## src/rtl/core/assert_macros.svh

```systemverilog
// Assertion macros shared by the deframer RTL.
// Each use expects clk and arst_n in the scope of the asserting module.
`ifndef ASSERT_MACROS_SVH
`define ASSERT_MACROS_SVH

// Property checked at every clock edge outside reset.
`define DSF_ASSERT(lbl, prop, msg) \
	lbl: assert property (@(posedge clk) disable iff (!arst_n) (prop)) else $error(msg);

// Property whose consequent is checked in the cycle after the antecedent.
`define DSF_ASSERT_NEXT(lbl, ante, cons, msg) \
	lbl: assert property (@(posedge clk) disable iff (!arst_n) (ante) |=> (cons)) else $error(msg);

`endif

```

## src/rtl/core/dsf_pkg.sv

```systemverilog
// Package of the display serial frame deframer: widths, protocol codes,
// frame descriptor types and the classifier. No dependencies.
`default_nettype none

package dsf_pkg;

	localparam int FRAME_BYTES_DEF = 64;
	localparam int BYTE_W          = 8;
	localparam int LEN_W           = 6;
	localparam int END_RUN         = 3;

	localparam logic [BYTE_W-1:0] END_BYTE     = 8'hFF;
	localparam logic [BYTE_W-1:0] CODE_ACK_OK  = 8'h01;
	localparam logic [BYTE_W-1:0] CODE_TOUCH   = 8'h65;
	localparam logic [BYTE_W-1:0] CODE_PAGE    = 8'h66;
	localparam logic [BYTE_W-1:0] CODE_STRING  = 8'h70;
	localparam logic [BYTE_W-1:0] CODE_NUMERIC = 8'h71;

	localparam logic [LEN_W-1:0] TOUCH_MIN_LEN = 6'd4;
	localparam logic [LEN_W-1:0] PAGE_MIN_LEN  = 6'd2;
	localparam logic [LEN_W-1:0] NUMERIC_LEN   = 6'd5;
	localparam logic [LEN_W-1:0] EVENT_LEN     = 6'd1;

	typedef enum logic [2:0] {
		KIND_ACK     = 3'd0,
		KIND_TOUCH   = 3'd1,
		KIND_PAGE    = 3'd2,
		KIND_NUMERIC = 3'd3,
		KIND_STRING  = 3'd4,
		KIND_EVENT   = 3'd5,
		KIND_UNKNOWN = 3'd6
	} frame_kind_t;

	typedef enum logic [1:0] {
		ST_IDLE,
		ST_READ,
		ST_LOAD
	} back_state_t;

	// One completed frame handed from the front to the back.
	typedef struct packed {
		logic              bank;
		logic [BYTE_W-1:0] code;
		frame_kind_t       kind;
		logic [LEN_W-1:0]  dlen;
		logic              ack_ok;
	} frame_desc_t;

	// Back tells the front that a buffer bank is free again.
	typedef struct packed {
		logic valid;
		logic bank;
	} bank_rel_t;

	function automatic logic is_response_code(input logic [BYTE_W-1:0] c);
		logic r;
		unique case (c)
			8'h00, 8'h01, 8'h02, 8'h03, 8'h04, 8'h05, 8'h06, 8'h09,
			8'h11, 8'h12, 8'h1A, 8'h1B, 8'h1C, 8'h1D, 8'h1E, 8'h1F,
			8'h20, 8'h23, 8'h24: r = 1'b1;
			default:             r = 1'b0;
		endcase
		return r;
	endfunction

	// plen counts the code byte
	function automatic frame_kind_t classify(input logic [BYTE_W-1:0] c,
	                                         input logic [LEN_W-1:0] plen);
		frame_kind_t k;
		priority if (is_response_code(c))                     k = KIND_ACK;
		else if (c == CODE_TOUCH && plen >= TOUCH_MIN_LEN)    k = KIND_TOUCH;
		else if (c == CODE_PAGE && plen >= PAGE_MIN_LEN)      k = KIND_PAGE;
		else if (c == CODE_NUMERIC && plen == NUMERIC_LEN)    k = KIND_NUMERIC;
		else if (c == CODE_STRING)                            k = KIND_STRING;
		else if (plen == EVENT_LEN)                           k = KIND_EVENT;
		else                                                  k = KIND_UNKNOWN;
		return k;
	endfunction

endpackage

`default_nettype wire

```

## src/rtl/core/dsf_rx_if.sv

```systemverilog
// Receive byte channel of the deframer: valid/ready plus one serial byte.
// Depends on nothing.
`default_nettype none

interface dsf_rx_if;
	logic       valid;
	logic       ready;
	logic [7:0] rx_byte;

	modport source (output valid, output rx_byte, input ready);
	modport sink (input valid, input rx_byte, output ready);
endinterface

`default_nettype wire

```

## src/rtl/core/dsf_res_if.sv

```systemverilog
// Result channel of the deframer: valid/ready plus one decoded data byte.
// Depends on dsf_pkg for the frame kind type.
`default_nettype none

interface dsf_res_if;
	logic                valid;
	logic                ready;
	logic [7:0]          frame_code;
	dsf_pkg::frame_kind_t frame_kind;
	logic [5:0]          payload_length;
	logic [7:0]          data_byte;
	logic [5:0]          data_index;
	logic                data_valid;
	logic                ack_success;
	logic                last;

	modport source (output valid, output frame_code, output frame_kind,
	                output payload_length, output data_byte, output data_index,
	                output data_valid, output ack_success, output last, input ready);
	modport sink (input valid, input frame_code, input frame_kind,
	              input payload_length, input data_byte, input data_index,
	              input data_valid, input ack_success, input last, output ready);
endinterface

`default_nettype wire

```

## src/rtl/core/dsf_ram.sv

```systemverilog
// Generic simple dual-port RAM: one write port, one read port with
// registered data. No dependencies.
`default_nettype none

module dsf_ram #(
	parameter int WIDTH = 8,
	parameter int DEPTH = 128,
	localparam int AW   = $clog2(DEPTH)
) (
	input  wire logic             clk,
	input  wire logic             we,
	input  wire logic [AW-1:0]    waddr,
	input  wire logic [WIDTH-1:0] wdata,
	input  wire logic             re,
	input  wire logic [AW-1:0]    raddr,
	output logic      [WIDTH-1:0] rdata
);

	logic [WIDTH-1:0] mem_q [DEPTH];
	logic [WIDTH-1:0] rdata_q;

	always_ff @(posedge clk) begin
		if (we) begin
			mem_q[waddr] <= wdata;
		end
		if (re) begin
			rdata_q <= mem_q[raddr];
		end
	end

	assign rdata = rdata_q;

endmodule

`default_nettype wire

```

## src/rtl/core/dsf_front.sv

```systemverilog
// Front end: accepts received bytes, writes them into the ping-pong frame
// buffer, finds the terminator, classifies the frame. Uses dsf_pkg.
`default_nettype none
`include "assert_macros.svh"

module dsf_front #(
	parameter int FRAME_BYTES = dsf_pkg::FRAME_BYTES_DEF,
	localparam int IW         = $clog2(FRAME_BYTES),
	localparam int CNT_W      = $clog2(FRAME_BYTES + 1)
) (
	input  wire logic                   clk,
	input  wire logic                   arst_n,
	dsf_rx_if.sink                      rx,
	output logic                        push,
	output dsf_pkg::frame_desc_t        desc,
	input  wire dsf_pkg::bank_rel_t     rel,
	output logic                        we,
	output logic [IW:0]                 waddr,
	output logic [7:0]                  wdata
);

	logic [CNT_W-1:0]             count_q;
	logic [1:0]                   run_q;
	logic                         ovf_q;
	logic                         bank_q;
	logic [1:0]                   busy_q;
	logic [7:0]                   code_q;

	logic                         acc;
	logic                         store;
	logic                         ovf_n;
	logic [CNT_W-1:0]             cnt_n;
	logic                         is_end;
	logic                         frame_end;
	logic [CNT_W-1:0]             plen_w;
	logic [dsf_pkg::LEN_W-1:0]    plen;
	logic [1:0]                   busy_set;
	logic [1:0]                   busy_clr;

	// the bank being filled must not still be read by the back end
	assign rx.ready  = !busy_q[bank_q];
	assign acc       = rx.valid && rx.ready;

	assign store     = !ovf_q && (count_q < CNT_W'(FRAME_BYTES));
	assign ovf_n     = ovf_q || !store;
	assign cnt_n     = count_q + CNT_W'(store);
	assign is_end    = (rx.rx_byte == dsf_pkg::END_BYTE);
	assign frame_end = is_end && (run_q == 2'(dsf_pkg::END_RUN - 1));
	assign plen_w    = cnt_n - CNT_W'(dsf_pkg::END_RUN);
	assign plen      = dsf_pkg::LEN_W'(plen_w);

	assign push = acc && frame_end && !ovf_n && (cnt_n > CNT_W'(dsf_pkg::END_RUN));

	always_comb begin
		desc.bank   = bank_q;
		desc.code   = code_q;
		desc.kind   = dsf_pkg::classify(code_q, plen);
		desc.dlen   = plen - dsf_pkg::LEN_W'(1);
		desc.ack_ok = (desc.kind == dsf_pkg::KIND_ACK) && (code_q == dsf_pkg::CODE_ACK_OK);
	end

	assign we    = acc && store;
	assign waddr = {bank_q, count_q[IW-1:0]};
	assign wdata = rx.rx_byte;

	assign busy_set = push ? (bank_q ? 2'b10 : 2'b01) : 2'b00;
	assign busy_clr = rel.valid ? (rel.bank ? 2'b10 : 2'b01) : 2'b00;

	always_ff @(posedge clk or negedge arst_n) begin
		if (!arst_n) begin
			count_q <= '0;
			run_q   <= '0;
			ovf_q   <= 1'b0;
			bank_q  <= 1'b0;
			busy_q  <= '0;
		end else begin
			busy_q <= (busy_q & ~busy_clr) | busy_set;
			if (acc) begin
				if (frame_end) begin
					count_q <= '0;
					run_q   <= '0;
					ovf_q   <= 1'b0;
					if (push) begin
						bank_q <= !bank_q;
					end
				end else begin
					count_q <= cnt_n;
					run_q   <= is_end ? run_q + 2'd1 : 2'd0;
					ovf_q   <= ovf_n;
				end
			end
		end
	end

	// code byte kept aside so the back end needs no read for it
	always_ff @(posedge clk) begin
		if (acc && store && (count_q == '0)) begin
			code_q <= rx.rx_byte;
		end
	end

	`DSF_ASSERT(a_rel_busy, rel.valid |-> busy_q[rel.bank], "release of a bank not in use")
	`DSF_ASSERT_NEXT(a_push_toggle, push, bank_q != $past(bank_q) && busy_q[$past(bank_q)], "push did not hand over bank")

endmodule

`default_nettype wire

```

## src/rtl/core/dsf_fifo.sv

```systemverilog
// Two-entry descriptor queue between front and back end.
// Uses dsf_pkg for the descriptor type.
`default_nettype none
`include "assert_macros.svh"

module dsf_fifo (
	input  wire logic                 clk,
	input  wire logic                 arst_n,
	input  wire logic                 push,
	input  wire dsf_pkg::frame_desc_t push_desc,
	input  wire logic                 pop,
	output dsf_pkg::frame_desc_t      head,
	output logic                      empty
);

	dsf_pkg::frame_desc_t ent_q [2];
	logic                 wp_q;
	logic                 rp_q;
	logic [1:0]           cnt_q;
	logic                 full;

	assign empty = (cnt_q == 2'd0);
	assign full  = (cnt_q == 2'd2);
	assign head  = ent_q[rp_q];

	always_ff @(posedge clk or negedge arst_n) begin
		if (!arst_n) begin
			wp_q  <= 1'b0;
			rp_q  <= 1'b0;
			cnt_q <= '0;
		end else begin
			if (push) begin
				wp_q <= !wp_q;
			end
			if (pop) begin
				rp_q <= !rp_q;
			end
			cnt_q <= cnt_q + 2'(push) - 2'(pop);
		end
	end

	always_ff @(posedge clk) begin
		if (push) begin
			ent_q[wp_q] <= push_desc;
		end
	end

	`DSF_ASSERT(a_no_overrun, push |-> !full, "descriptor push into full queue")
	`DSF_ASSERT(a_no_underrun, pop |-> !empty, "descriptor pop from empty queue")

endmodule

`default_nettype wire

```

## src/rtl/core/dsf_back.sv

```systemverilog
// Back end: walks the data bytes of one frame out of the buffer and drives
// the registered result channel. Uses dsf_pkg.
`default_nettype none
`include "assert_macros.svh"

module dsf_back #(
	parameter int FRAME_BYTES = dsf_pkg::FRAME_BYTES_DEF,
	localparam int IW         = $clog2(FRAME_BYTES)
) (
	input  wire logic                 clk,
	input  wire logic                 arst_n,
	input  wire dsf_pkg::frame_desc_t head,
	input  wire logic                 empty,
	output logic                      pop,
	output logic                      re,
	output logic [IW:0]               raddr,
	input  wire logic [7:0]           rdata,
	output dsf_pkg::bank_rel_t        rel,
	dsf_res_if.source                 res
);

	localparam int LW = dsf_pkg::LEN_W;

	dsf_pkg::back_state_t state_q, state_n;
	dsf_pkg::frame_desc_t cur_q;
	logic [LW-1:0]        idx_q;
	logic [LW:0]          idx_inc;
	logic                 out_free;
	logic                 is_last;
	logic                 load_empty;
	logic                 load_data;

	logic                 out_valid_q;
	logic [7:0]           code_q;
	dsf_pkg::frame_kind_t kind_q;
	logic [LW-1:0]        plen_q;
	logic [7:0]           dbyte_q;
	logic [LW-1:0]        didx_q;
	logic                 dvalid_q;
	logic                 ack_q;
	logic                 last_q;

	assign out_free = !out_valid_q || res.ready;
	assign idx_inc  = {1'b0, idx_q} + (LW+1)'(1);
	assign is_last  = (idx_q == cur_q.dlen - LW'(1));
	// data byte i sits right after the code byte
	assign raddr    = {cur_q.bank, IW'(idx_inc)};

	always_comb begin
		state_n    = state_q;
		pop        = 1'b0;
		re         = 1'b0;
		load_empty = 1'b0;
		load_data  = 1'b0;
		rel.valid  = 1'b0;
		rel.bank   = cur_q.bank;
		unique case (state_q)
			dsf_pkg::ST_IDLE: begin
				if (!empty && out_free) begin
					pop = 1'b1;
					if (head.dlen == '0) begin
						load_empty = 1'b1;
						rel.valid  = 1'b1;
						rel.bank   = head.bank;
					end else begin
						state_n = dsf_pkg::ST_READ;
					end
				end
			end
			dsf_pkg::ST_READ: begin
				re      = 1'b1;
				state_n = dsf_pkg::ST_LOAD;
			end
			dsf_pkg::ST_LOAD: begin
				if (out_free) begin
					load_data = 1'b1;
					if (is_last) begin
						rel.valid = 1'b1;
						state_n   = dsf_pkg::ST_IDLE;
					end else begin
						state_n = dsf_pkg::ST_READ;
					end
				end
			end
			default: state_n = dsf_pkg::ST_IDLE;
		endcase
	end

	always_ff @(posedge clk or negedge arst_n) begin
		if (!arst_n) begin
			state_q     <= dsf_pkg::ST_IDLE;
			out_valid_q <= 1'b0;
		end else begin
			state_q <= state_n;
			if (load_empty || load_data) begin
				out_valid_q <= 1'b1;
			end else if (res.ready) begin
				out_valid_q <= 1'b0;
			end
		end
	end

	always_ff @(posedge clk) begin
		if (pop) begin
			cur_q <= head;
			idx_q <= '0;
		end else if (load_data) begin
			idx_q <= LW'(idx_inc);
		end
		if (load_empty) begin
			code_q   <= head.code;
			kind_q   <= head.kind;
			plen_q   <= '0;
			dbyte_q  <= '0;
			didx_q   <= '0;
			dvalid_q <= 1'b0;
			ack_q    <= head.ack_ok;
			last_q   <= 1'b1;
		end else if (load_data) begin
			code_q   <= cur_q.code;
			kind_q   <= cur_q.kind;
			plen_q   <= cur_q.dlen;
			dbyte_q  <= rdata;
			didx_q   <= idx_q;
			dvalid_q <= 1'b1;
			ack_q    <= cur_q.ack_ok;
			last_q   <= is_last;
		end
	end

	assign res.valid          = out_valid_q;
	assign res.frame_code     = code_q;
	assign res.frame_kind     = kind_q;
	assign res.payload_length = plen_q;
	assign res.data_byte      = dbyte_q;
	assign res.data_index     = didx_q;
	assign res.data_valid     = dvalid_q;
	assign res.ack_success    = ack_q;
	assign res.last           = last_q;

	`DSF_ASSERT(a_last_index, (out_valid_q && dvalid_q) |-> (last_q == (didx_q == plen_q - LW'(1))), "last flag does not match data index")

endmodule

`default_nettype wire

```

## src/rtl/core/display_serial_frame_deframer_top.sv

```systemverilog
// Top level of the display serial frame deframer.
// Depends on dsf_pkg, dsf_rx_if, dsf_res_if, dsf_ram, dsf_front, dsf_fifo, dsf_back.
//
// Usage:
//   rx  : one received serial byte per transaction (valid/ready).
//   res : decoded results, one transaction per data byte after the code byte,
//         or one empty result (data_valid low) for a frame with a code only.
//         last marks the final result of a frame.
//   A frame ends with three consecutive 0xFF bytes. Frames with no byte before
//   the terminator, or that ran past FRAME_BYTES stored bytes, give no result.
// Throughput: the front end takes one byte per cycle. Frames alternate between
//   two buffer banks; rx.ready drops only while both banks hold frames still
//   being read out. The back end takes a descriptor in ST_IDLE, then for each
//   result reads the buffer in ST_READ and loads the output register in ST_LOAD;
//   it takes no new descriptor until the frame's last result is loaded.
// Order: the descriptor is queued on the final terminator transaction. Once idle,
//   the back end pops it; a code-only frame loads its empty result in ST_IDLE.
// Reset: arst_n clears all control state at once; the frame buffer needs no
//   clearing pass, only written entries are ever read.
// Stalls: a result waits in the output register while res.ready is low;
//   the back end pauses, the front end keeps taking bytes into its bank.
`default_nettype none

module display_serial_frame_deframer_top #(
	parameter int FRAME_BYTES = dsf_pkg::FRAME_BYTES_DEF
) (
	input  wire logic clk,
	input  wire logic arst_n,
	dsf_rx_if.sink    rx,
	dsf_res_if.source res
);

	localparam int IW = $clog2(FRAME_BYTES);

	logic                 push;
	dsf_pkg::frame_desc_t push_desc;
	dsf_pkg::frame_desc_t head;
	logic                 empty;
	logic                 pop;
	dsf_pkg::bank_rel_t   rel;
	logic                 we;
	logic [IW:0]          waddr;
	logic [7:0]           wdata;
	logic                 re;
	logic [IW:0]          raddr;
	logic [7:0]           rdata;

	dsf_front #(.FRAME_BYTES(FRAME_BYTES)) u_front (
		.clk    (clk),
		.arst_n (arst_n),
		.rx     (rx),
		.push   (push),
		.desc   (push_desc),
		.rel    (rel),
		.we     (we),
		.waddr  (waddr),
		.wdata  (wdata)
	);

	// two banks of FRAME_BYTES, bank select in the top address bit
	dsf_ram #(.WIDTH(8), .DEPTH(2 << IW)) u_buf (
		.clk   (clk),
		.we    (we),
		.waddr (waddr),
		.wdata (wdata),
		.re    (re),
		.raddr (raddr),
		.rdata (rdata)
	);

	dsf_fifo u_queue (
		.clk       (clk),
		.arst_n    (arst_n),
		.push      (push),
		.push_desc (push_desc),
		.pop       (pop),
		.head      (head),
		.empty     (empty)
	);

	dsf_back #(.FRAME_BYTES(FRAME_BYTES)) u_back (
		.clk    (clk),
		.arst_n (arst_n),
		.head   (head),
		.empty  (empty),
		.pop    (pop),
		.re     (re),
		.raddr  (raddr),
		.rdata  (rdata),
		.rel    (rel),
		.res    (res)
	);

endmodule

`default_nettype wire
```

## src/flat_wrapper.sv

```systemverilog
// flat-port wrapper written by rule: the top's interface ports become plain ports
module display_serial_frame_deframer_top_flat 
#(
	parameter int FRAME_BYTES = dsf_pkg::FRAME_BYTES_DEF
)
  (clk, arst_n, rx_valid, rx_rx_byte, rx_ready, res_valid, res_frame_code, res_frame_kind, res_payload_length, res_data_byte, res_data_index, res_data_valid, res_ack_success, res_last, res_ready);
  dsf_rx_if rx_i ();
  dsf_res_if res_i ();
  input  wire logic clk;
  input  wire logic arst_n;
  input wire logic [$bits(rx_i.valid)-1:0] rx_valid;
  input wire logic [$bits(rx_i.rx_byte)-1:0] rx_rx_byte;
  output wire logic [$bits(rx_i.ready)-1:0] rx_ready;
  output wire logic [$bits(res_i.valid)-1:0] res_valid;
  output wire logic [$bits(res_i.frame_code)-1:0] res_frame_code;
  output wire logic [$bits(res_i.frame_kind)-1:0] res_frame_kind;
  output wire logic [$bits(res_i.payload_length)-1:0] res_payload_length;
  output wire logic [$bits(res_i.data_byte)-1:0] res_data_byte;
  output wire logic [$bits(res_i.data_index)-1:0] res_data_index;
  output wire logic [$bits(res_i.data_valid)-1:0] res_data_valid;
  output wire logic [$bits(res_i.ack_success)-1:0] res_ack_success;
  output wire logic [$bits(res_i.last)-1:0] res_last;
  input wire logic [$bits(res_i.ready)-1:0] res_ready;
  assign rx_i.valid = rx_valid;
  assign rx_i.rx_byte = rx_rx_byte;
  assign rx_ready = rx_i.ready;
  assign res_valid = res_i.valid;
  assign res_frame_code = res_i.frame_code;
  assign res_frame_kind = res_i.frame_kind;
  assign res_payload_length = res_i.payload_length;
  assign res_data_byte = res_i.data_byte;
  assign res_data_index = res_i.data_index;
  assign res_data_valid = res_i.data_valid;
  assign res_ack_success = res_i.ack_success;
  assign res_last = res_i.last;
  assign res_i.ready = res_ready;
  display_serial_frame_deframer_top #(.FRAME_BYTES(FRAME_BYTES)) u_core (.clk(clk), .arst_n(arst_n), .rx(rx_i), .res(res_i));
endmodule
```

## config.mk

```make
export PLATFORM = sky130hd
export DESIGN_NAME = display_serial_frame_deframer_top_flat
export DESIGN_NICKNAME = d
export VERILOG_FILES = /design/src/rtl/core/dsf_pkg.sv /design/src/rtl/core/dsf_rx_if.sv /design/src/rtl/core/dsf_res_if.sv /design/src/rtl/core/dsf_ram.sv /design/src/rtl/core/dsf_front.sv /design/src/rtl/core/dsf_fifo.sv /design/src/rtl/core/dsf_back.sv /design/src/rtl/core/display_serial_frame_deframer_top.sv /design/src/flat_wrapper.sv
export VERILOG_INCLUDE_DIRS = /design/src /design/src/rtl/core
export SDC_FILE = /design/constraint.sdc
export NUM_CORES = 1
export LEC_CHECK = 0
export BUFFER_PORTS_ARGS = -buffer_cell sky130_fd_sc_hd__buf_2
export CAP_MARGIN = 0
export CORE_UTILIZATION = 45
export CTS_CLUSTER_SIZE = 24
export DETAILED_ROUTE_END_ITERATION = 12
export PLACE_DENSITY = 0.69
export SYNTH_ARGS = -nofsm -noshare
export SYNTH_HDL_FRONTEND = slang
export SYNTH_SLANG_ARGS = --single-unit
```

## constraint.sdc

```tcl
create_clock -name clk -period 3.99 [get_ports clk]
set_input_delay 0.1995 -clock clk [delete_from_list [all_inputs] [get_ports clk]]
set_output_delay 0.1995 -clock clk [all_outputs]
set_load 0.01 [all_outputs]
```

==> results of run 1 <==
-- kinds of logic (layout without fill, tap and decap cells) --
family / Yosys count / count (layout)
AO/OA/AOI/OAI: 166 / 166
buffers and inverters: 150 / 347
multiplexers: 351 / 351
XOR/XNOR: 35 / 35
AND/OR/NAND/NOR: 527 / 527
flip-flops: 1158 / 1158
adder cells (fa/ha/maj): 17 / 17
-- cell type report --
| type | instances | area share |
|---|---|---|
| clock buffer | 136 | 0.0583 |
| clock inverter | 72 | 0.0140 |
| inverter | 16 | 0.00116 |
| multi-input combinational | 1096 | 0.211 |
| sequential | 1158 | 0.665 |
| tap | 1357 | 0.0328 |
| timing repair buffer | 123 | 0.0186 |
-- per-stage QoR --
stage                     cells  hold slack [ns]  power (mW)
after floorplan            2404          -0.0961        20.5
after global placement     3746            0.181        23.3
after detailed placement   3746            0.188        23.5
after CTS                  3958          0.00431        34.1
after global routing       3958           0.0151        35.1
final                      3958           0.0221        33.9
-- flip-flops by register name, indices dropped and copies added (netlist names), 7 cells and up, named ones only --
name	count
u_core.u_back.res.data_byte	8
u_core.u_buf.mem_q	1024
u_core.u_back.cur_q	18
u_core.u_front.code_q	8
u_core.u_buf.rdata	8
u_core.u_back.res.frame_code	8
u_core.u_queue.ent_q	38
u_core.u_front.count_q	7
-- power by group through the flow --
stage | clock (mW) | combinational, mW | sequential, mW
after floorplan | 0 | 6.06 | 14.4
after global placement | 0 | 8.72 | 14.6
after detailed placement | 0 | 8.87 | 14.6
after CTS | 10.8 | 8.91 | 14.4
after global routing | 11.2 | 9.44 | 14.4
final | 10.7 | 8.85 | 14.4
-- worst max-delay path: cells and delay by family, from the launching register on --
kind	cells	cell delay [ns]
and+or+nand+nor	3	0.82
xor gates and xnor gates	2	0.59
adders and majority gates	3	0.75
AOI/OAI and AO/OA	3	0.83
DFF	1	0.45
-- cells in the final DEF, fill, tap and decap left out, types with 5 or more instances in the layout --
master,n
bufinv_16,14
nand3_1,59
mux4_2,256
buf_12,10
a21oi_1,29
xor2_1,8
nor2b_1,5
edfxtp_1,1109
nand3b_1,5
buf_4,70
a32oi_1,8
nand2b_1,6
nor2_1,158
mux2_2,34
dfxtp_1,28
a222oi_1,16
xnor2_1,21
nor3_1,11
clkinv_1,26
nand4_1,17
nand2_1,225
or2_2,7
clkinv_2,20
mux2i_1,61
a31oi_1,45
and3_1,5
o21ai_0,18
or3_1,6
clkinvlp_4,7
a22oi_1,13
clkbuf_1,16
buf_2,39
o31ai_1,5
clkbuf_16,116
dfrtp_1,20
inv_1,16
ha_1,16
-- routing by layer --
metal / up-vias / part of all wire / GRT usage
met1: 12300 / 0.41 / 0.287
met5: - / 0.00049 / 0
li1: 9907 / - / -
met3: 177 / 0.088 / 0.0400
met4: 8 / 0.027 / 0.0658
met2: 1098 / 0.48 / 0.322
-- repair_timing --
action | in CTS | in global routing
hold buffers | 4 | 0
setup endpoints to repair | 0 | 0
hold endpoints to repair | 66 | 0
-- path summary, 6_finish.rpt --
| kind | to | slack, ns |
|---|---|---|
| max | u_core.u_queue.ent_q[1][0] | 0.27 |
| min | u_core.u_queue.rp_q | 0.02 |
| max reg2reg | u_core.u_queue.ent_q[1][0] | 0.27 |
| min reg2reg | u_core.u_back.res.last | 0.44 |
| max in group asynchronous | u_core.u_queue.wp_q | 3.63 |
| min in group clk | u_core.u_buf.mem_q[42][0] | 0.03 |
==> out/results.ini, run 1 <==
[final_layout]
drive_above_1_share=0.233
fin_util=0.515
layout.cell_area.non_filler_sq_um=51700
filler_cell_count=7888
nets=2537
area_growth_pct=12.9
multi_input_comb_area_sq_um=10900
seqCellArea_sq_um=34400
antennaDiodeCount=0

[logic_synthesis]
synthesis.area_sq_um=45800
post_synth_adder_cell_area=0.00464
yosysMostFrequentCell=edfxtp_1
synth_top_flop_cell=edfxtp_1
synth_top_family_by_area=multiplexers
postSynth.asyncResetShare=0.0173
post_synth.cell_area_avg_sq_um=19.1
synthesis.nets=2433
yosysTopAreaCellShare=0.727
synthXorXnorAreaFrac=0.00718
synthCells=2404
netlist.top_cell.by_area=edfxtp_1
post_synth_mux_area_share=0.148
synth-seq-area-share=0.750
synth-edff-count=1109
yosysUniqueCellTypes=72
area_fraction_in_compound_gates_after_synthesis=0.0257
post_synth_most_frequent_cells=edfxtp_1 (1109), mux4_2 (256), nand2_1 (225)
ys.warnings.count=0
synth_simple_gate_area_share=0.0504
synth_top_cells_by_area=edfxtp_1 (73%), mux4_2 (13%), nand2_1 (1.8%)
ys_ff_latch=1158

[setup_path]
crit_type=register to register
start_kind=register
critical_path.max_fanout=10
path_common_cell=ha_1
crit_required_ns=4.39
timing.critical_path.to_type=register
r2r_start=u_core.u_front.count_q[6]
timing.critical_path.cells=nor2_1 -> ha_1 -> ha_1 -> xnor2_2 -> ha_1 -> a21boi_0 -> xor2_1 -> or4_4 -> a221oi_4 -> o31ai_2 -> and3_1
critical_path_arrival_ns=4.12
timing.critical_path.from=u_core.u_front.count_q[6]
critPathSlowestCell=or4_4
ff2ff_path_depth=11
critical_path.max_stage_delay_ns=0.54

[floorplanning]
chipWidth_um=321
initial_utilization=0.456
floorplan.io_pins=48
floorplan.rows=116
die_footprint_sq_um=103000
design.core.area_sq_um=100000
dieHeight_um=321

[placed_design]
io_buffers=47
dp_worst_setup_slack_ns=0.347
placed_area_sq_um=48000
routabilityCongestion=0.848
dpl.hpwl_um=63900

[global_routing]
grt_antenna_before_repair=4
first_global_vias=23700
grt_start_max_net_pins=102
grt_overflow_total=0
grt_pass1_wl_um=155000
grtUsageTotal=0.204

[drt]
routedWlPerCell_um=26.4
drt-vias-per-instance=5.92
detail_route.first_pass.iterations=6
drtIter0Drc=2621
final_antenna_net_count=0
detail_route.drc_violations=0
vias=23500
totalWireLength_um=105000

[power_and_ir_drop]
sw_frac_of_total=0.292
share_clk_of_total_power=0.315
power.ir.vdd_worst_uv=390
p_leak_nw=16.2
internal-power_mw=24.0
net_switching_power_mw=9.89
power_frac_seq=0.425
combinationalPowerShare=0.261
powerDensity_nw_per_um2=656

[cts]
ctsLongestPathBuffers=3
post_cts_resized=0
cts_clk_pin_slew_worst_paths_ns=0.06
clock_sinks=1158
cts_made_buffers=113
cts_tree=built
cts.root.buffer_cell=clkbuf_16
insertion_delay_ns=0.67
cts_post_setup_buffers_inserted=0
h-tree-depth=3

[timing]
number_of_hold_slack_violations_in_the_final_timing_report=0
setup-tns-final_ns=0
final_period_minus_worst_setup_slack_ns=3.72
setup_viol=0
worst-slew-pin-transition_ns=1.17
final-max-slew-violation-count=0
achievable-frequency_mhz=269
timing.slew.headroom=0.222
post-route-period-util=0.932
timing.clock.skew_ns=0.0247
grt_setup_unrepaired=false
final_worst_setup_slack_ns=0.271

[min_path]
hp-class=input port to async pin

[run]
number_of_maximum_capacitance_violations=0

[run_status]
status=finished clean

(Power assumes the default switching activity.)
==> run 2, diff against run 1 <==
- SYNTH_HIERARCHICAL: not set -> 1
==> run 2 against run 1 <==
Against the previous run: maximum frequency up 1.4%; first-iteration DRC count fell by 4.9%; highest routed layer is now met4; die area hardly changed.
==> out/results.ini, run 2 <==
[run_status]
status=finished clean  ; unchanged

[global_routing]
grt_start_max_net_pins=109  ; was 102
grt_pass1_wl_um=149000  ; was 155000 um
grt_overflow_total=0  ; unchanged
grtUsageTotal=0.197  ; was 0.204
first_global_vias=22800  ; was 23700
grt_antenna_before_repair=3  ; was 4

[timing]
worst-slew-pin-transition_ns=1.23  ; was 1.17 ns
final.hold.worst_slack_ns=0.0322  ; was 0.0221 ns
achievable-frequency_mhz=273  ; was 269 MHz
setup_viol=0  ; unchanged
final_period_minus_worst_setup_slack_ns=3.67  ; was 3.72 ns
timing.slew.headroom=0.179  ; was 0.222
final-max-slew-violation-count=0  ; unchanged
setup-tns-final_ns=0  ; unchanged
number_of_hold_slack_violations_in_the_final_timing_report=0  ; unchanged
grt_setup_unrepaired=false  ; unchanged
timing.clock.skew_ns=0.0198  ; was 0.0247 ns
post-route-period-util=0.919  ; was 0.932

[drt]
final_antenna_net_count=0  ; unchanged
routedWlPerCell_um=26.0  ; was 26.4 um
drtIter0Drc=2492  ; was 2621
vias=22000  ; was 23500
detail_route.drc_violations=0  ; unchanged
drt-vias-per-instance=5.72  ; was 5.92
detail_route.first_pass.iterations=5  ; was 6
totalWireLength_um=99800  ; was 105000 um

[setup_path]
r2r_start=u_core/u_back/idx_q[0]  ; was u_core.u_front.count_q[6]
critical_path_arrival_ns=4.10  ; was 4.12 ns
critical_path.max_fanout=40  ; was 10
crit_type=register to register  ; unchanged
start_kind=register  ; unchanged
ff2ff_setup_slack_ns=0.32  ; was 0.27 ns
timing.critical_path.to_type=register  ; unchanged
ff2ff_path_depth=8  ; was 11
crit-reg2reg-capture=u_core/u_buf/rdata[0]  ; was u_core.u_queue.ent_q[1][0]
critPathCapture=u_core/u_buf/rdata[0]  ; was u_core.u_queue.ent_q[1][0]
crit_required_ns=4.42  ; was 4.39 ns
timing.critical_path.from=u_core/u_back/idx_q[0]  ; was u_core.u_front.count_q[6]

[final_layout]
area_growth_pct=15.0  ; was 12.9%
top_register=u_core/u_buf/mem_q  ; was u_core.u_buf.mem_q
drive_above_1_share=0.329  ; was 0.233
layout.cells.most_common_list=edfxtp_1 (1109), mux4_2 (336), buf_4 (196), nor2_1 (150), clkbuf_16 (117)  ; was edfxtp_1 (1109), mux4_2 (256), nand2_1 (225), nor2_1 (158), clkbuf_16 (116)
nets=2406  ; was 2537
antennaDiodeCount=0  ; unchanged
filler_cell_count=7640  ; was 7888
largest_register_ffs=1024  ; unchanged
layout_commonest_cell=edfxtp_1  ; unchanged
reg_top3=u_core/u_buf/mem_q (1024), u_core/u_queue/ent_q (38), u_core/u_back/cur_q (18)  ; was u_core.u_buf.mem_q (1024), u_core.u_queue.ent_q (38), u_core.u_back.cur_q (18)

[floorplanning]
initial_utilization=0.456  ; about the same
design.core.area_sq_um=100000  ; unchanged
chipWidth_um=321  ; about the same
floorplan.io_pins=48  ; unchanged
die_footprint_sq_um=103000  ; about the same
dieHeight_um=321  ; about the same
floorplan.rows=116  ; unchanged

[logic_synthesis]
synth-edff-count=1109  ; unchanged
ys.warnings.count=6  ; was 0
post_synth.cell_area_avg_sq_um=21.4  ; was 19.1 sq um
yosysMostFrequentCell=edfxtp_1  ; unchanged
netlist.top_cell.by_area=edfxtp_1  ; unchanged
synthCells=2139  ; was 2404
synthesis.nets=2164  ; was 2433
synth-seq-area-share=0.750  ; about the same
yosysUniqueCellTypes=71  ; was 72
yosysTopAreaCellShare=0.727  ; about the same
ys_ff_latch=1158  ; unchanged
synth_top_flop_cell=edfxtp_1  ; unchanged
postSynth.asyncResetShare=0.0173  ; unchanged
post_synth_most_frequent_cells=edfxtp_1 (1109), mux4_2 (336), nor2_1 (150)  ; was edfxtp_1 (1109), mux4_2 (256), nand2_1 (225)
synthesis.area_sq_um=45800  ; about the same
synth_top_cells_by_area=edfxtp_1 (73%), mux4_2 (17%), dfxtp_1 (1.3%)  ; was edfxtp_1 (73%), mux4_2 (13%), nand2_1 (1.8%)

[power_and_ir_drop]
power.ir.vdd_worst_uv=403  ; was 390 uV
powerDensity_nw_per_um2=623  ; was 656 nW/um^2
power_frac_seq=0.435  ; was 0.425
internal-power_mw=24.0  ; about the same
sw_frac_of_total=0.271  ; was 0.292
combinationalPowerShare=0.239  ; was 0.261
net_switching_power_mw=8.90  ; was 9.89 mW
p_leak_nw=16.9  ; was 16.2 nW
share_clk_of_total_power=0.326  ; was 0.315

[placed_design]
io_buffers=47  ; unchanged
dpl.hpwl_um=63700  ; was 63900 um
routabilityCongestion=0.831  ; was 0.848

[cts]
insertion_delay_ns=0.68  ; was 0.67 ns
cts_post_setup_buffers_inserted=0  ; unchanged
ctsLongestPathBuffers=3  ; unchanged
cts_made_buffers=112  ; was 113
cts_hold_repair.buffers=8  ; was 4
cts.root.buffer_cell=clkbuf_16  ; unchanged
cts_clk_pin_slew_worst_paths_ns=0.06  ; about the same
cts_tree=built  ; unchanged
h-tree-depth=3  ; unchanged
post_cts_resized=0  ; unchanged
clock_sinks=1158  ; unchanged

[min_path]
hp-class=input port to async pin  ; unchanged

[run]
number_of_maximum_capacitance_violations=0  ; unchanged

-- run 2: how the worst min path moves through the flow --
stage,to,slack (ns),depth (start not counted)
finish,u_core/u_queue/cnt_q[1],0.03,2
global placement,u_core/u_back/res.valid,0.19,1
detailed placement,u_core/u_queue/cnt_q[1],0.20,1
CTS,u_core/u_front/busy_q[1],0.02,2
global route,u_core/u_back/state_q[1],0.04,2
floorplan,u_core/u_back/res.valid,-0.1,0
-- run 2: layer usage --
| layer | wire length [um] | global-route usage | vias to the layer above |
|---|---|---|---|
| li1 | - | - | 9312 |
| met1 | 39500 | 0.264 | 11600 |
| met2 | 50600 | 0.332 | 874 |
| met3 | 7220 | 0.0337 | 150 |
| met4 | 2400 | 0.0571 | 0 |
| met5 | 0 | 0 | - |
-- run 2: cell type report --
type / instances / area (sq um) / share of cell area
sequential: 1158 / 34400 / 0.653
multi-input combinational: 835 / 10800 / 0.204
clock buffer: 132 / 2980 / 0.0566
timing repair buffer: 257 / 2030 / 0.0385
tap: 1357 / 1700 / 0.0322
clock inverter: 81 / 771 / 0.0146
inverter: 17 / 71.3 / 0.00135
-- run 2: per-stage QoR --
| step | utilization | instances | power (mW) | setup WS [ns] | area, sq um |
|---|---|---|---|---|---|
| 2_1_floorplan | - | 2139 | 19.8 | 0.675 | 45800 |
| 3_3_place_gp | 0.486 | 3616 | 22.2 | 0.380 | 48900 |
| 3_5_place_dp | 0.486 | 3616 | 22.4 | 0.351 | 48900 |
| 4_1_cts | 0.525 | 3837 | 33.1 | 0.314 | 52700 |
| 5_1_grt | 0.525 | 3837 | 34.0 | 0.198 | 52700 |
| 6_report | 0.525 | 3837 | 32.9 | 0.323 | 52700 |
-- run 2: cells by family (layout without fill, tap and decap cells) --
group | Yosys count | after routing | synth area share
buffers and inverters | 146 | 487 | 0.0164
adder cells (fa/ha/maj) | 13 | 13 | 0.00355
multiplexers | 382 | 382 | 0.178
flip-flops | 1158 | 1158 | 0.750
AND/OR/NAND/NOR | 338 | 338 | 0.0338
AO/OA/AOI/OAI | 71 | 71 | 0.0105
XOR/XNOR | 31 | 31 | 0.00691
-- run 2: power by group through the flow --
stage | logic, mW | clock network [mW] | registers, mW
2_1_floorplan | 5.40 | 0 | 14.4
3_3_place_gp | 7.74 | 0 | 14.5
3_5_place_dp | 7.87 | 0 | 14.5
4_1_cts | 7.91 | 10.9 | 14.3
5_1_grt | 8.32 | 11.3 | 14.3
6_report | 7.86 | 10.7 | 14.3
-- run 2: worst max-delay path, cell delays in order (launching register included) --
cell and delay, ns:
dfxtp_1 0.61, ha_4 0.25, xor2_4 0.22, buf_12 0.32, buf_12 0.23, mux4_2 0.33
mux4_2 0.58, mux4_2 0.54, mux2_2 0.28
==> run 3, diff against run 2 <==
- CORE_UTILIZATION: 45 -> 35
- PLACE_DENSITY: 0.69 -> 0.58
- SETUP_SLACK_MARGIN: not set -> 0.4
==> run 3 against run 2 <==
Against the previous run: worst hold slack improved by 0.015 ns; sequential share of layout area fell by 0.79 points; global-route usage fell by 3.6 points; wire length rose by 5.5%; utilization decreased by 11 points; cell count up 10%; first-iteration DRC count down 13%; flip-flop and latch count did not move; clock skew grew 0.0080 ns; critical endpoint is now u_core/u_buf/rdata[4]; largest cell class unchanged; largest power group unchanged.
==> out/results.ini, run 3 (same netlist as run 2, synthesis figures left out) <==
[run_status]
status=finished clean  ; unchanged

[floorplanning]
floorplan.io_pins=48  ; unchanged
die_footprint_sq_um=132000  ; was 103000 sq um
design.core.area_sq_um=130000  ; was 100000 sq um
dieHeight_um=364  ; was 321 um
initial_utilization=0.353  ; was 0.456
floorplan.rows=132  ; was 116
chipWidth_um=364  ; was 321 um

[placed_design]
io_buffers=47  ; unchanged
dp_cells=4014  ; was 3616
dpl.hpwl_um=67100  ; was 63700 um
routabilityCongestion=0.785  ; was 0.831
dp_worst_setup_slack_ns=0.231  ; was 0.351 ns

[setup_path]
critical_path_arrival_ns=3.96  ; was 4.10 ns
path_common_cell=mux4_2  ; unchanged
critPathSlowestCell=mux4_2  ; was dfxtp_1
critical_path.max_fanout=29  ; was 40
timing.critical_path.to_type=register  ; unchanged
critical_path.max_stage_delay_ns=0.59  ; was 0.61 ns
start_kind=register  ; unchanged
crit_type=register to register  ; unchanged
crit_required_ns=4.45  ; was 4.42 ns
timing.critical_path.cells=ha_4 -> xor2_4 -> buf_12 -> buf_12 -> mux4_2 -> mux4_2 -> mux4_2 -> mux2_2  ; unchanged

[timing]
setup_viol=0  ; unchanged
number_of_hold_slack_violations_in_the_final_timing_report=0  ; unchanged
final_period_minus_worst_setup_slack_ns=3.49  ; was 3.67 ns
setup-tns-final_ns=0  ; unchanged
achievable-frequency_mhz=286  ; was 273 MHz
post-route-period-util=0.876  ; was 0.919
final-max-slew-violation-count=0  ; unchanged
grt_setup_unrepaired=false  ; unchanged
final_worst_setup_slack_ns=0.496  ; was 0.323 ns
worst-slew-pin-transition_ns=1.21  ; was 1.23 ns
timing.slew.headroom=0.193  ; was 0.179
timing.clock.skew_ns=0.0278  ; was 0.0198 ns

[cts]
cts_made_buffers=114  ; was 112
clock_sinks=1158  ; unchanged
cts_tree=built  ; unchanged
h-tree-depth=3  ; unchanged
cts_clk_pin_slew_worst_paths_ns=0.06  ; about the same
insertion_delay_ns=0.71  ; was 0.68 ns
cts.root.buffer_cell=clkbuf_16  ; unchanged
ctsLongestPathBuffers=3  ; unchanged

[final_layout]
reg_top3=u_core/u_buf/mem_q (1024), u_core/u_queue/ent_q (38), u_core/u_back/cur_q (18)  ; unchanged
area_growth_pct=16.4  ; was 15.0%
layout.cells.most_common_list=edfxtp_1 (1109), mux4_2 (336), buf_4 (201), nor2_1 (150), clkbuf_16 (118)  ; was edfxtp_1 (1109), mux4_2 (336), buf_4 (196), nor2_1 (150), clkbuf_16 (117)
antennaDiodeCount=0  ; unchanged
top_register=u_core/u_buf/mem_q  ; unchanged
largest_register_ffs=1024  ; unchanged
post_layout_nonfiller_instances=4237  ; was 3837
layout_commonest_cell=edfxtp_1  ; unchanged
fin_util=0.411  ; was 0.525
drive_above_1_share=0.332  ; was 0.329
nets=2425  ; was 2406

[global_routing]
grt_antenna_before_repair=3  ; unchanged
first_global_vias=22800  ; about the same
grt_pass1_wl_um=156000  ; was 149000 um
grtUsageTotal=0.161  ; was 0.197
grt_overflow_total=0  ; unchanged
grt_start_max_net_pins=105  ; was 109

[power_and_ir_drop]
powerDensity_nw_per_um2=614  ; was 623 nW/um^2
power.ir.vdd_worst_uv=421  ; was 403 uV
p_leak_nw=16.9  ; about the same

[drt]
drt-vias-per-instance=5.19  ; was 5.72
totalWireLength_um=105000  ; was 99800 um
detail_route.first_pass.iterations=5  ; unchanged
detail_route.drc_violations=0  ; unchanged
drtIter0Drc=2167  ; was 2492
final_antenna_net_count=0  ; unchanged
vias=22000  ; about the same
routedWlPerCell_um=24.8  ; was 26.0 um

[min_path]
hp-class=input port to register  ; was input port to async pin

[run]
number_of_maximum_capacitance_violations=0  ; unchanged

## run 3: cell types whose count changed in the layout (fill, tap and decap cells not counted), sizes merged
| cell | previous run | this run |
|---|---|---|
| clkbuf | 132 | 148 |
| inv | 22 | 19 |
| bufinv | 15 | 10 |
| buf | 249 | 263 |
| dlygate4sd3 | 8 | 10 |
| clkinv | 57 | 47 |
| clkinvlp | 4 | 5 |
## run 3: report_power, final
group	leakage, nW	total [mW]	internal, mW	switching, mW
combinational	4.69	7.99	3.77	4.23
clock	1.78	10.5	6.05	4.45
sequential	10.5	14.3	14.0	0.321
## run 3: final cells by class
cell class | instances | area [sq um]
Tap cell | 1742 | 2180
Inverter | 17 | 71.3
Timing Repair Buffer | 274 | 2280
Clock buffer | 147 | 3070
Sequential cell | 1158 | 34400
Clock inverter | 64 | 596
Fill cell | 11300 | 76300
Multi-Input combinational cell | 835 | 10800
## run 3: metrics by stage
stage / hold WS (ns) / power [mW] / area, sq um
detailed placement: 0.194 / 22.6 / 49500
global placement: 0.190 / 22.5 / 49500
floorplan: -0.0961 / 19.8 / 45800
CTS: 0.0216 / 33.1 / 53300
global route: 0.0313 / 34.1 / 53300
finish: 0.0468 / 32.8 / 53300
## run 3: path summary, 6_finish.rpt
path / start / end / slack [ns] / cells past startpoint
setup / recovery: u_core/u_back/idx_q[0] / u_core/u_buf/rdata[4] / 0.50 / 8
hold / removal: rx_rx_byte[0] / u_core/u_front/code_q[0] / 0.05 / 1
setup reg to reg: u_core/u_back/idx_q[0] / u_core/u_buf/rdata[4] / 0.50 / 8
hold reg to reg: u_core/u_back/res.payload_length[0] / u_core/u_back/res.payload_length[0] / 0.46 / 2
max in group asynchronous: arst_n / u_core/u_front/count_q[1] / 2.61 / 3
min in group asynchronous: arst_n / u_core/u_queue/rp_q / 0.75 / 3
## run 3: worst max-delay path: cells and delay by family, from the launching register on
kind | cells | cell delay [ns]
xor+xnor | 1 | 0.29
fa+ha+maj | 1 | 0.19
buf+inv | 2 | 0.48
flops | 1 | 0.43
mux | 4 | 1.80
## run 3: what timing repair did
item | in CTS | in global routing
endpoints found under the setup margin | 8 | 25
resized for setup | 1 | 5
cloned | 0 | 1
hold endpoints to repair | 81 | 0
buffers inserted | 0 | 1
hold buffers | 10 | 0
## run 3: routing by layer
metal  share of wire  track usage
met1            0.42        0.216
met2            0.50        0.268
met3           0.060       0.0302
met4           0.023       0.0411
met5               0            0
